===== src/rtl/core/assert_macros.svh =====
// Assertion helpers shared by the RTL files.
`ifndef ASSERT_MACROS_SVH
`define ASSERT_MACROS_SVH
`ifndef SYNTHESIS
// Checked property with a synchronous reset that disables it.
`define ASSERT_RST(label, clk, rst_n, prop) \
  label: assert property (@(posedge clk) disable iff (!rst_n) prop) \
    else $error("assertion failed");
// Checked property that holds at every edge, reset included.
`define ASSERT_ALWAYS(label, clk, prop) \
  label: assert property (@(posedge clk) prop) \
    else $error("assertion failed");
`else
`define ASSERT_RST(label, clk, rst_n, prop)
`define ASSERT_ALWAYS(label, clk, prop)
`endif
`endif


===== src/rtl/core/rsc_pkg.sv =====
package rsc_pkg;

  // Stack geometry.
  localparam int STACK_DEPTH = 16;
  localparam int IDX_W       = $clog2(STACK_DEPTH);
  localparam int CNT_W       = $clog2(STACK_DEPTH + 1);

  // Width of the internal signed datapath.
  localparam int CALC_W = 18;

  // Action codes.
  localparam logic ACT_PUSH = 1'b0;
  localparam logic ACT_POP  = 1'b1;

  // Rotation codes.
  localparam logic [1:0] ROT_0   = 2'd0;
  localparam logic [1:0] ROT_90  = 2'd1;
  localparam logic [1:0] ROT_180 = 2'd2;
  localparam logic [1:0] ROT_270 = 2'd3;

  // Register indexes on the configuration port.
  localparam logic [2:0] REG_WIN_W  = 3'd0;
  localparam logic [2:0] REG_WIN_H  = 3'd1;
  localparam logic [2:0] REG_LOG_W  = 3'd2;
  localparam logic [2:0] REG_LOG_H  = 3'd3;
  localparam logic [2:0] REG_OFS_X  = 3'd4;
  localparam logic [2:0] REG_OFS_Y  = 3'd5;
  localparam logic [2:0] REG_ROT    = 3'd6;

  // One scissor rectangle in window pixels.
  typedef struct packed {
    logic signed [15:0] x;
    logic signed [15:0] y;
    logic [14:0]        w;
    logic [14:0]        h;
  } rect_t;

  // Configuration values seen by the datapath.
  typedef struct packed {
    logic [12:0]        win_w;
    logic [12:0]        win_h;
    logic [12:0]        log_w;
    logic [12:0]        log_h;
    logic signed [12:0] ofs_x;
    logic signed [12:0] ofs_y;
    logic [1:0]         rot;
  } cfg_t;

endpackage


===== src/rtl/core/rsc_clip.sv =====
module rsc_clip (
  input  rsc_pkg::cfg_t       cfg,
  input  logic signed [13:0]  pos_x,
  input  logic signed [13:0]  pos_y,
  input  logic [12:0]         size_w,
  input  logic [12:0]         size_h,
  input  logic                has_top,
  input  rsc_pkg::rect_t      top,
  output rsc_pkg::rect_t      rect
);

  logic signed [rsc_pkg::CALC_W-1:0] bx, by, bw, bh;
  logic signed [rsc_pkg::CALC_W-1:0] ww, wh, ox, oy, lw, lh;
  logic signed [rsc_pkg::CALC_W-1:0] rx, ry, rw, rh;
  logic signed [rsc_pkg::CALC_W-1:0] tx, ty, tr, tb;
  logic signed [rsc_pkg::CALC_W-1:0] right, bottom;
  logic signed [rsc_pkg::CALC_W-1:0] cx, cy, cw, ch;

  // Extend every operand into the common signed datapath.
  assign bx = rsc_pkg::CALC_W'(pos_x);
  assign by = rsc_pkg::CALC_W'(pos_y);
  assign ww = rsc_pkg::CALC_W'(cfg.win_w);
  assign wh = rsc_pkg::CALC_W'(cfg.win_h);
  assign lw = rsc_pkg::CALC_W'(cfg.log_w);
  assign lh = rsc_pkg::CALC_W'(cfg.log_h);
  assign ox = rsc_pkg::CALC_W'(cfg.ofs_x);
  assign oy = rsc_pkg::CALC_W'(cfg.ofs_y);
  assign tx = rsc_pkg::CALC_W'(top.x);
  assign ty = rsc_pkg::CALC_W'(top.y);
  assign tr = tx + rsc_pkg::CALC_W'(top.w);
  assign tb = ty + rsc_pkg::CALC_W'(top.h);

  // A zero size reaches to the logical screen edge.
  assign bw = (size_w == 13'd0) ? (lw - bx) : rsc_pkg::CALC_W'(size_w);
  assign bh = (size_h == 13'd0) ? (lh - by) : rsc_pkg::CALC_W'(size_h);

  // Map the logical box into window coordinates.
  always_comb begin
    unique case (cfg.rot)
      rsc_pkg::ROT_90: begin
        rx = ww - oy - by - bh;
        ry = ox + bx;
        rw = bh;
        rh = bw;
      end
      rsc_pkg::ROT_180: begin
        rx = ww - ox - bx - bw;
        ry = wh - oy - by - bh;
        rw = bw;
        rh = bh;
      end
      rsc_pkg::ROT_270: begin
        rx = oy + by;
        ry = wh - ox - bx - bw;
        rw = bh;
        rh = bw;
      end
      default: begin
        rx = ox + bx;
        ry = oy + by;
        rw = bw;
        rh = bh;
      end
    endcase
  end

  // Intersect with the current top, keeping the tighter edge on each side.
  always_comb begin
    right  = rx + rw;
    bottom = ry + rh;
    cx     = rx;
    cy     = ry;
    cw     = rw;
    ch     = rh;
    if (has_top) begin
      if (tx > rx) cx = tx;
      if (ty > ry) cy = ty;
      if (tr < right) right = tr;
      if (tb < bottom) bottom = tb;
      cw = right - cx;
      ch = bottom - cy;
    end
  end

  // Clamp negative sizes and narrow to the stored field widths.
  assign rect.x = cx[15:0];
  assign rect.y = cy[15:0];
  assign rect.w = (cw < 0) ? 15'd0 : cw[14:0];
  assign rect.h = (ch < 0) ? 15'd0 : ch[14:0];

endmodule


===== src/rtl/core/rotated_scissor_clip_stack_core.sv =====
// Nested scissor rectangle stack with screen rotation.
// Input channel: an item (action, position, size) is transferred at a rising
// edge where start is high and busy is low. busy is low except during reset,
// so a new item may follow in every cycle.
// Result channel: every item yields one result, shown for exactly one cycle
// with out_strobe high. An item is captured in the input register, computed
// from it, lands in the result register and is transferred from there.
// The receiver cannot stall, so results are never held back and nothing
// queues inside the block.
// Throughput: one item per cycle. The top rectangle sits in its own
// register, so a push needs only adds and compares against it. The entry
// below the top is read ahead from the 16-entry stack array into a register
// at every edge, so a pop needs no array read of its own.
// Configuration: APB-style port, register i at byte address 4*i; the user
// writes it only while no item is in flight, which the block does not enforce.
// Reset (rst_n low at a clock edge) empties the stack, clears the
// configuration registers and drops any pending result. Stack entries
// themselves are not cleared; only entries below the count are read.
`include "assert_macros.svh"

module rotated_scissor_clip_stack_core (
  input  logic               clk,
  input  logic               rst_n,
  // Item input
  input  logic               start,
  output logic               busy,
  input  logic               in_action,
  input  logic signed [13:0] in_pos_x,
  input  logic signed [13:0] in_pos_y,
  input  logic [12:0]        in_size_w,
  input  logic [12:0]        in_size_h,
  // Result output
  output logic               out_strobe,
  output logic signed [15:0] out_scissor_x,
  output logic signed [15:0] out_scissor_y,
  output logic [14:0]        out_scissor_w,
  output logic [14:0]        out_scissor_h,
  output logic               out_underflow,
  output logic               out_overflow,
  output logic [4:0]         out_depth_now,
  // Configuration port
  input  logic               psel,
  input  logic               penable,
  input  logic               pwrite,
  input  logic [4:0]         paddr,
  input  logic [31:0]        pwdata,
  output logic [31:0]        prdata,
  output logic               pready
);

  rsc_pkg::cfg_t  cfg_r;
  logic [2:0]     reg_idx;
  logic           cfg_wr;

  logic               in_vld_r;
  logic               in_action_r;
  logic signed [13:0] in_pos_x_r, in_pos_y_r;
  logic [12:0]        in_size_w_r, in_size_h_r;

  rsc_pkg::rect_t stk_r [rsc_pkg::STACK_DEPTH];
  rsc_pkg::rect_t top_r, top_nxt;
  rsc_pkg::rect_t push_rect, pop_rect, res_rect, below_top_r;
  logic [rsc_pkg::CNT_W-1:0] cnt_r, cnt_nxt, pop_sum;
  logic [rsc_pkg::IDX_W-1:0] pop_idx, push_idx;
  logic           push_en, uf, ov;

  rsc_pkg::rect_t out_rect_r;
  logic           out_strobe_r, out_uf_r, out_ov_r;
  logic [rsc_pkg::CNT_W-1:0] out_cnt_r;

  // Configuration register file.
  assign pready  = 1'b1;
  assign reg_idx = paddr[4:2];
  assign cfg_wr  = psel && penable && pwrite && pready;

  always_ff @(posedge clk) begin
    if (!rst_n) begin
      cfg_r <= '0;
    end else if (cfg_wr) begin
      unique case (reg_idx)
        rsc_pkg::REG_WIN_W: cfg_r.win_w <= pwdata[12:0];
        rsc_pkg::REG_WIN_H: cfg_r.win_h <= pwdata[12:0];
        rsc_pkg::REG_LOG_W: cfg_r.log_w <= pwdata[12:0];
        rsc_pkg::REG_LOG_H: cfg_r.log_h <= pwdata[12:0];
        rsc_pkg::REG_OFS_X: cfg_r.ofs_x <= pwdata[12:0];
        rsc_pkg::REG_OFS_Y: cfg_r.ofs_y <= pwdata[12:0];
        rsc_pkg::REG_ROT:   cfg_r.rot   <= pwdata[1:0];
        default: ;
      endcase
    end
  end

  // Register read-back.
  always_comb begin
    unique case (reg_idx)
      rsc_pkg::REG_WIN_W: prdata = 32'(cfg_r.win_w);
      rsc_pkg::REG_WIN_H: prdata = 32'(cfg_r.win_h);
      rsc_pkg::REG_LOG_W: prdata = 32'(cfg_r.log_w);
      rsc_pkg::REG_LOG_H: prdata = 32'(cfg_r.log_h);
      rsc_pkg::REG_OFS_X: prdata = 32'(unsigned'(cfg_r.ofs_x));
      rsc_pkg::REG_OFS_Y: prdata = 32'(unsigned'(cfg_r.ofs_y));
      rsc_pkg::REG_ROT:   prdata = 32'(cfg_r.rot);
      default:            prdata = '0;
    endcase
  end

  // Input register: one item per cycle.
  assign busy = !rst_n;

  always_ff @(posedge clk) begin
    if (!rst_n) begin
      in_vld_r <= 1'b0;
    end else begin
      in_vld_r <= start && !busy;
    end
  end

  always_ff @(posedge clk) begin
    if (start && !busy) begin
      in_action_r <= in_action;
      in_pos_x_r  <= in_pos_x;
      in_pos_y_r  <= in_pos_y;
      in_size_w_r <= in_size_w;
      in_size_h_r <= in_size_h;
    end
  end

  // Map and clip a pushed box against the current top.
  rsc_clip u_clip (
    .cfg     (cfg_r),
    .pos_x   (in_pos_x_r),
    .pos_y   (in_pos_y_r),
    .size_w  (in_size_w_r),
    .size_h  (in_size_h_r),
    .has_top (cnt_r != '0),
    .top     (top_r),
    .rect    (push_rect)
  );

  // Entry that sits below the top once this item is done; it is read ahead
  // so that it is ready in a register for the next pop.
  assign pop_sum  = cnt_nxt - rsc_pkg::CNT_W'(2);
  assign pop_idx  = pop_sum[rsc_pkg::IDX_W-1:0];
  assign push_idx = cnt_r[rsc_pkg::IDX_W-1:0];
  assign pop_rect = below_top_r;

  // Stack control for the item in the input register.
  always_comb begin
    cnt_nxt  = cnt_r;
    top_nxt  = top_r;
    res_rect = top_r;
    push_en  = 1'b0;
    uf       = 1'b0;
    ov       = 1'b0;
    if (in_vld_r) begin
      if (in_action_r == rsc_pkg::ACT_POP) begin
        if (cnt_r == '0) begin
          uf       = 1'b1;
          res_rect = '0;
        end else begin
          cnt_nxt  = cnt_r - rsc_pkg::CNT_W'(1);
          top_nxt  = pop_rect;
          res_rect = pop_rect;
        end
      end else if (cnt_r == rsc_pkg::CNT_W'(rsc_pkg::STACK_DEPTH)) begin
        ov = 1'b1;
      end else begin
        push_en  = 1'b1;
        cnt_nxt  = cnt_r + rsc_pkg::CNT_W'(1);
        top_nxt  = push_rect;
        res_rect = push_rect;
      end
    end
  end

  // Stack storage; entries are valid only below the count.
  always_ff @(posedge clk) begin
    if (push_en) begin
      stk_r[push_idx] <= push_rect;
    end
    below_top_r <= (cnt_nxt >= rsc_pkg::CNT_W'(2)) ? stk_r[pop_idx] : '0;
    top_r      <= top_nxt;
    out_rect_r <= res_rect;
    out_uf_r   <= uf;
    out_ov_r   <= ov;
    out_cnt_r  <= cnt_nxt;
  end

  // Count and result strobe.
  always_ff @(posedge clk) begin
    if (!rst_n) begin
      cnt_r        <= '0;
      out_strobe_r <= 1'b0;
    end else begin
      cnt_r        <= cnt_nxt;
      out_strobe_r <= in_vld_r;
    end
  end

  assign out_strobe    = out_strobe_r;
  assign out_scissor_x = out_rect_r.x;
  assign out_scissor_y = out_rect_r.y;
  assign out_scissor_w = out_rect_r.w;
  assign out_scissor_h = out_rect_r.h;
  assign out_underflow = out_uf_r;
  assign out_overflow  = out_ov_r;
  assign out_depth_now = 5'(out_cnt_r);

  // Checks.
  `ASSERT_RST(a_item_gets_result, clk, rst_n, (start && !busy) |=> ##1 out_strobe)
  `ASSERT_RST(a_count_bound, clk, rst_n, cnt_r <= rsc_pkg::CNT_W'(rsc_pkg::STACK_DEPTH))
  `ASSERT_RST(a_ovf_full, clk, rst_n,
              (out_strobe && out_overflow) |-> (out_depth_now == 5'(rsc_pkg::STACK_DEPTH)))
  `ASSERT_RST(a_udf_empty, clk, rst_n,
              (out_strobe && out_underflow) |-> (out_depth_now == 5'd0 && out_scissor_w == 15'd0))

endmodule

===== config.mk =====
export PLATFORM = sky130hd
export DESIGN_NAME = rotated_scissor_clip_stack_core
export DESIGN_NICKNAME = d
export VERILOG_FILES = /design/src/rtl/core/rsc_pkg.sv /design/src/rtl/core/rsc_clip.sv /design/src/rtl/core/rotated_scissor_clip_stack_core.sv
export VERILOG_INCLUDE_DIRS = /design/src /design/src/rtl/core
export SDC_FILE = /design/constraint.sdc
export NUM_CORES = 2
export LEC_CHECK = 0
export BUFFER_PORTS_ARGS = -buffer_cell sky130_fd_sc_hd__buf_2
export CAP_MARGIN = 15
export CORE_MARGIN = 3
export CORE_UTILIZATION = 40
export CTS_CLUSTER_SIZE = 28
export DETAILED_ROUTE_END_ITERATION = 8
export PLACE_DENSITY = 0.54
export SLEW_MARGIN = 25
export SYNTH_ARGS = -nofsm -noshare
export SYNTH_HDL_FRONTEND = slang
export SYNTH_SLANG_ARGS = --single-unit

===== constraint.sdc =====
create_clock -name clk -period 27.2 [get_ports clk]
set_clock_uncertainty 0.05 [all_clocks]
set_input_delay 2.72 -clock clk [delete_from_list [all_inputs] [get_ports clk]]
set_output_delay 2.72 -clock clk [all_outputs]
set_load 0.01 [all_outputs]

# ---- Word level (Yosys, flattened, before mapping)
# Memories as Yosys holds them, arrays and structs flattened. A register that Yosys moved wholly into a read port is not among the register bits.
# Cells that the tools add are included.
dict set report totals {
  register_bits 273
  memories 1
  elab_cells 130
  out_inout_bits 104
  ram_bits 992
}
dict set report classes {
  n_eq_ne 11
  reduce_logical 21
  bitwise 1
  n_addsub 25
  n_mux 38
  magnitude_cmp 7
}
# memory depth word_bits rd rd_clocked_by_memory_dff write_ports line
set mem_list {}
lappend mem_list {stk_r 16 62 1 1 1 rotated_scissor_clip_stack_core.sv:60} ;# rsc_pkg::rect_t stk_r [rsc_pkg::STACK_DEPTH];
# operator count
set ops {}
lappend ops {{2-to-1 mux 62 bit} 6}
lappend ops {{2-to-1 mux 18 bit} 14}
lappend ops {{one-hot mux 18 bit (3 select lines)} 2}
lappend ops {{subtractor 18 bit} 6}
lappend ops {{one-hot mux 13 bit (7 select lines)} 1}
lappend ops {{subtractor 15 x 14 -> 16 bit} 4}
lappend ops {{subtractor 14 x 13 -> 15 bit} 4}
lappend ops {{adder 18 bit} 2}
lappend ops {{> comparator 16 x 18 -> 1 bit} 2}
lappend ops {{less-than comparator 18 x 1 -> 1 bit, second input constant} 2}
lappend ops {{less-than comparator 18 bit} 2}
lappend ops {{adder 16 x 16 -> 17 bit} 2}
lappend ops {{2-to-1 mux 16 bit} 2}
lappend ops {{adder 13 x 14 -> 15 bit} 2}
lappend ops {{2-to-1 mux 15 bit} 2}
lappend ops {{subtractor 14 x 14 -> 15 bit} 2}
lappend ops {{zero test 13 bit} 2}
lappend ops {{2-to-1 mux 5 bit} 4}
lappend ops {{AND reduction 2 bit} 9}
lappend ops {{== test 3 bit, second input constant} 3}
lappend ops {{2-to-1 mux 1 bit} 7}
lappend ops {{== test 3 x 2 -> 1 bit, second input constant} 2}
lappend ops {{adder 5 x 1 -> 5 bit, second input constant} 1}
lappend ops {{== test 5 bit, second input constant} 1}
lappend ops {{other kinds (14)} 19}

# ---- Longest topological paths before layout
dict set report logic_depth {
  ltp_word 15
  ltp_mapped 54
  ltp_nobuf 52
}

# ---- Hierarchy
# From an unflattened synthesis, not the netlist that was laid out.
dict set report hier_totals {
  hier_cells 5005
  hier_area_um2 67808.8
}
# mod area_each_um2 cells_per_inst seq_area_each_um2 n_inst
set by_module_without_submodules {}
lappend by_module_without_submodules {rotated_scissor_clip_stack_core 50225.7 2747 37666.1 1}
lappend by_module_without_submodules {rsc_clip 17583.1 2258 0.0 1}

# ---- Least setup slack after synthesis
# No wires, ideal clock.
dict set report synth_timing {
  kind {register -> register}
  start {register in_pos_x_r[0]}
  end {register top_r[19] in the netlist's numbering (data pin)}
  arrival_ps 10248
  required_time_ps 26889
  stages_incl_launch_ff 50
  period_less_slack_ps 10559
  path_buffers 2
  path_slack_ps 16641
  path_cell_list {edfxtp_1 -> inv_1 -> fa_1 -> ha_1 -> xnor2_1 -> ha_1 -> inv_1 -> fa_1 -> a21o_1 -> a21oi_1 -> o21bai_1 -> a21oi_1 -> o21bai_1 -> a21oi_1 -> o21bai_1 -> a21oi_1 -> xnor2_1 -> mux4_2 -> [14 not listed] -> xor2_1 -> clkbuf_1 -> nor2_1 -> a21o_1 -> ha_1 -> nor2b_1 -> o21ai_0 -> a21boi_0 -> o31a_1 -> o21a_1 -> a41o_1 -> o22ai_1 -> xnor2_1 -> xnor2_1 -> a21oi_1 -> clkbuf_1 -> nor2_1 -> a221o_1}
}
# item line
set synth_lines {}
lappend synth_lines {{start, declared} rotated_scissor_clip_stack_core.sv:57} ;# logic signed [13:0] in_pos_x_r, in_pos_y_r;
lappend synth_lines {{start signal, assigned} rotated_scissor_clip_stack_core.sv:121} ;# in_pos_x_r <= in_pos_x;
lappend synth_lines {{end signal, assigned} rotated_scissor_clip_stack_core.sv:182} ;# top_r <= top_nxt;
lappend synth_lines {{end, declared} rotated_scissor_clip_stack_core.sv:61} ;# rsc_pkg::rect_t top_r, top_nxt;

==> flow_summary.json <==
{
  "layout-drive-gt1-share_pct": 11.1,
  "die_area_um2": 178000,
  "path_clk_slew_ns": 0.06,
  "period_minus_slack_ns": 13.80,
  "hold_class": "flip-flop to flip-flop",
  "start_kind": "flip-flop",
  "crit_path_top_delay_cell": "nor4_1",
  "cts_tree": "built",
  "numCtsBuffers": 147,
  "drt_iter0_markers": 4181,
  "final_antenna_net_count": 0,
  "tightest_slew_ns": 1.07,
  "gr-total-overflow": 0,
  "die_w_um": 422,
  "grt_pass1_wl_um": 311000,
  "fp.dieH_um": 422,
  "finalPower_mw": 6.53,
  "gp_congestion": 0.941,
  "io_buffers": 160,
  "endpoint_kind": "flip-flop",
  "cap_viol_max_count": 0,
  "dr_total_vias": 47800,
  "report.final.slew_viol_count": 0,
  "grt.total_usage_pct": 23.3,
  "antenna_found_initial": 4,
  "pre_cts_ws_ns": 13.58,
  "cts.htree.levels": 4,
  "drt-total-wl_um": 212000,
  "cts_resized": 0,
  "initial_core_util_pct": 40.3,
  "crit_path_max_incr_delay_ns": 0.84,
  "root_buffer": "clkbuf_16",
  "coreArea_um2": 172000,
  "met2_usage_pct": 37.5,
  "fin_ws_ns": 13.40,
  "netlist_area_um2": 69400,
  "synthCells": 5910,
  "use_met3_pct": 3.05,
  "avgSynthCellArea_um2": 11.7,
  "clk_latency_ns": 0.84,
  "holdBufCountCts": 0,
  "grtUsageMet1_pct": 31.4,
  "grt_max_degree": 156,
  "async_reset_ff_share_pct": 0,
  "synth_cell_types": 91,
  "firstDrtPassIters": 6,
  "grt_pass1_vias": 46300,
  "hold_viol_final": 0,
  "power_frac_seq_pct": 39.6,
  "area_growth_pct": 12.3,
  "fin_crit_sh_pct": 50.7,
  "netlist_top_cells_area": "edfxtp_1, ha_1, dfxtp_1, mux2i_1, nand2_1",
  "ys_ff_latch": 1327,
  "wire_per_inst_um": 25.0,
  "p_comb_share_pct": 29.7,
  "path_class": "flip-flop to flip-flop",
  "busiest_layer": "met2",
  "slew_headroom_pct": 28.5,
  "vias_per_cell": 5.64,
  "synth_ff_type": "edfxtp_1",
  "rsz0062_at_grt": "no",
  "path_buf_inv": 2,
  "nNetsFinal": 6581,
  "path_common_cell": "a21oi_1",
  "rows": 152,
  "ir_drop_mv": 0.0545,
  "max_freq_mhz": 72.5,
  "dp_hpwl_um": 140000,
  "cts_buffer_depth": 3,
  "setup_viol": 0,
  "ys_warn_count": 0,
  "fin_tns_setup_ns": 0,
  "io_pins": 202,
  "cp_max_fo": 24,
  "cell_internal_pwr_mw": 4.34,
  "synth-edff-count": 1109,
  "yosys.area.top_type": "edfxtp_1",
  "cts.sinks": 1327,
  "drc": 0,
  "p_per_area_nw_per_um2": 83.7,
  "power.net_switching_mw": 2.19,
  "swShare_pct": 33.5,
  "postCtsSetupRepairBufs": 0,
  "crit_family": "compound AO/OA/AOI/OAI gates",
  "yosysMostFrequentCell": "edfxtp_1",
  "p_leak_nw": 30.1,
  "outcome": "complete, no violations",
  "crit_arrival_ns": 14.38,
  "netlist.area_leader.share_pct": 48.0,
  "synth_seq_area_share_pct": 54.3,
  "synth_common_cells": "edfxtp_1, nand2_1, ha_1",
  "pwr-share-clk_pct": 30.7,
  "cp_data_required_time_ns": 27.78
}
-- tightest hold or removal path, cell delays in order (launching register included) --
cell,delay [ns]
dfxtp_1,0.32
nand2_1,0.06
a21oi_1,0.05
-- state kept, by name, indices dropped and copies added (netlist names), 15 cells and up --
signal and flops:
below_top_r 62, out_scissor_h 15, out_scissor_w 15, cfg_r 80
stk_r 992, out_scissor_x 16, top_r 62, out_scissor_y 16
-- layer usage --
metal | up-vias | share of wire, %
li1 | 22200 | -
met1 | 23800 | 43
met2 | 1448 | 47
met3 | 347 | 5.1
met4 | 2 | 4.6
met5 | - | 0.0061
-- cells in the final DEF (no fill, tap or decap), drive strengths merged, types with 17 or more instances in the layout --
master,Yosys,routed
a311oi,64,64
a31oi,95,95
o21a,55,55
edfxtp,1109,1109
conb,2,20
o21bai,44,44
a22oi,64,64
nand4,19,19
dfxtp,218,218
or3,17,17
nand2b,37,37
inv,226,234
and3,174,174
mux4,88,88
nor2,268,268
nand3,51,51
a221o,19,19
nor3,59,59
buf,65,267
xor2,73,73
mux2i,365,365
o21ai,248,248
a21oi,334,334
nand2,838,838
o211ai,22,22
and2,18,18
xnor2,140,140
nor2b,44,44
o31ai,43,43
a211oi,152,152
a21o,93,93
ha,383,383
clkinv,1,44
fa,66,66
clkbuf,245,209
-- worst paths after layout --
path	from	slack, ns	cells after the start	end
setup / recovery	in_size_w_r[1]$_DFFE_PP_	13.40	47	out_scissor_w[14]$_DFF_P_
hold / removal	cfg_r[18]$_SDFFE_PN0P_	0.43	2	cfg_r[18]$_SDFFE_PN0P_
setup reg to reg	in_size_w_r[1]$_DFFE_PP_	13.40	47	out_scissor_w[14]$_DFF_P_
hold reg to reg	cfg_r[18]$_SDFFE_PN0P_	0.43	2	cfg_r[18]$_SDFFE_PN0P_
-- kinds of logic after synthesis --
group,share of synthesized area (%)
xor gates and xnor gates,2.69
DFF,54.3
AOI/OAI and AO/OA,12.7
adders and majority gates,8.83
muxes,8.35
buffers and inverters,3.06
and+or+nand+nor,10.0
other,0.0108
-- through the flow --
stage               utilization (%)  hold WS, ns  area, µm²  instances
finish                         45.3        0.432      77900       8469
global route                   45.3        0.462      77900       8468
CTS                            45.3        0.432      77800       8467
detailed placement             42.4        0.423      72900       8194
global placement               42.4        0.416      72800       8194
floorplan                         -        0.383      69400       5928
-- area by class of cell --
type,instances,area [µm²]
well taps,2310,2890
fillers,15800,94000
clock buffers,209,4050
repair buffers,267,1650
multi-input cells,4064,29900
diodes,1,2.50
flip-flops and latches,1327,37700
inverters,227,862
clock inverters,64,882
-- power by group through the flow --
stage	registers [mW]	clock network (mW)	logic (mW)
finish	2.58	2.01	1.94
global route	2.59	2.13	2.13
CTS	2.58	2.05	1.92
detailed placement	2.62	0	1.91
global placement	2.62	0	1.88
floorplan	2.58	0	1.32
No activity file was read; power rests on OpenSTA's default activity.
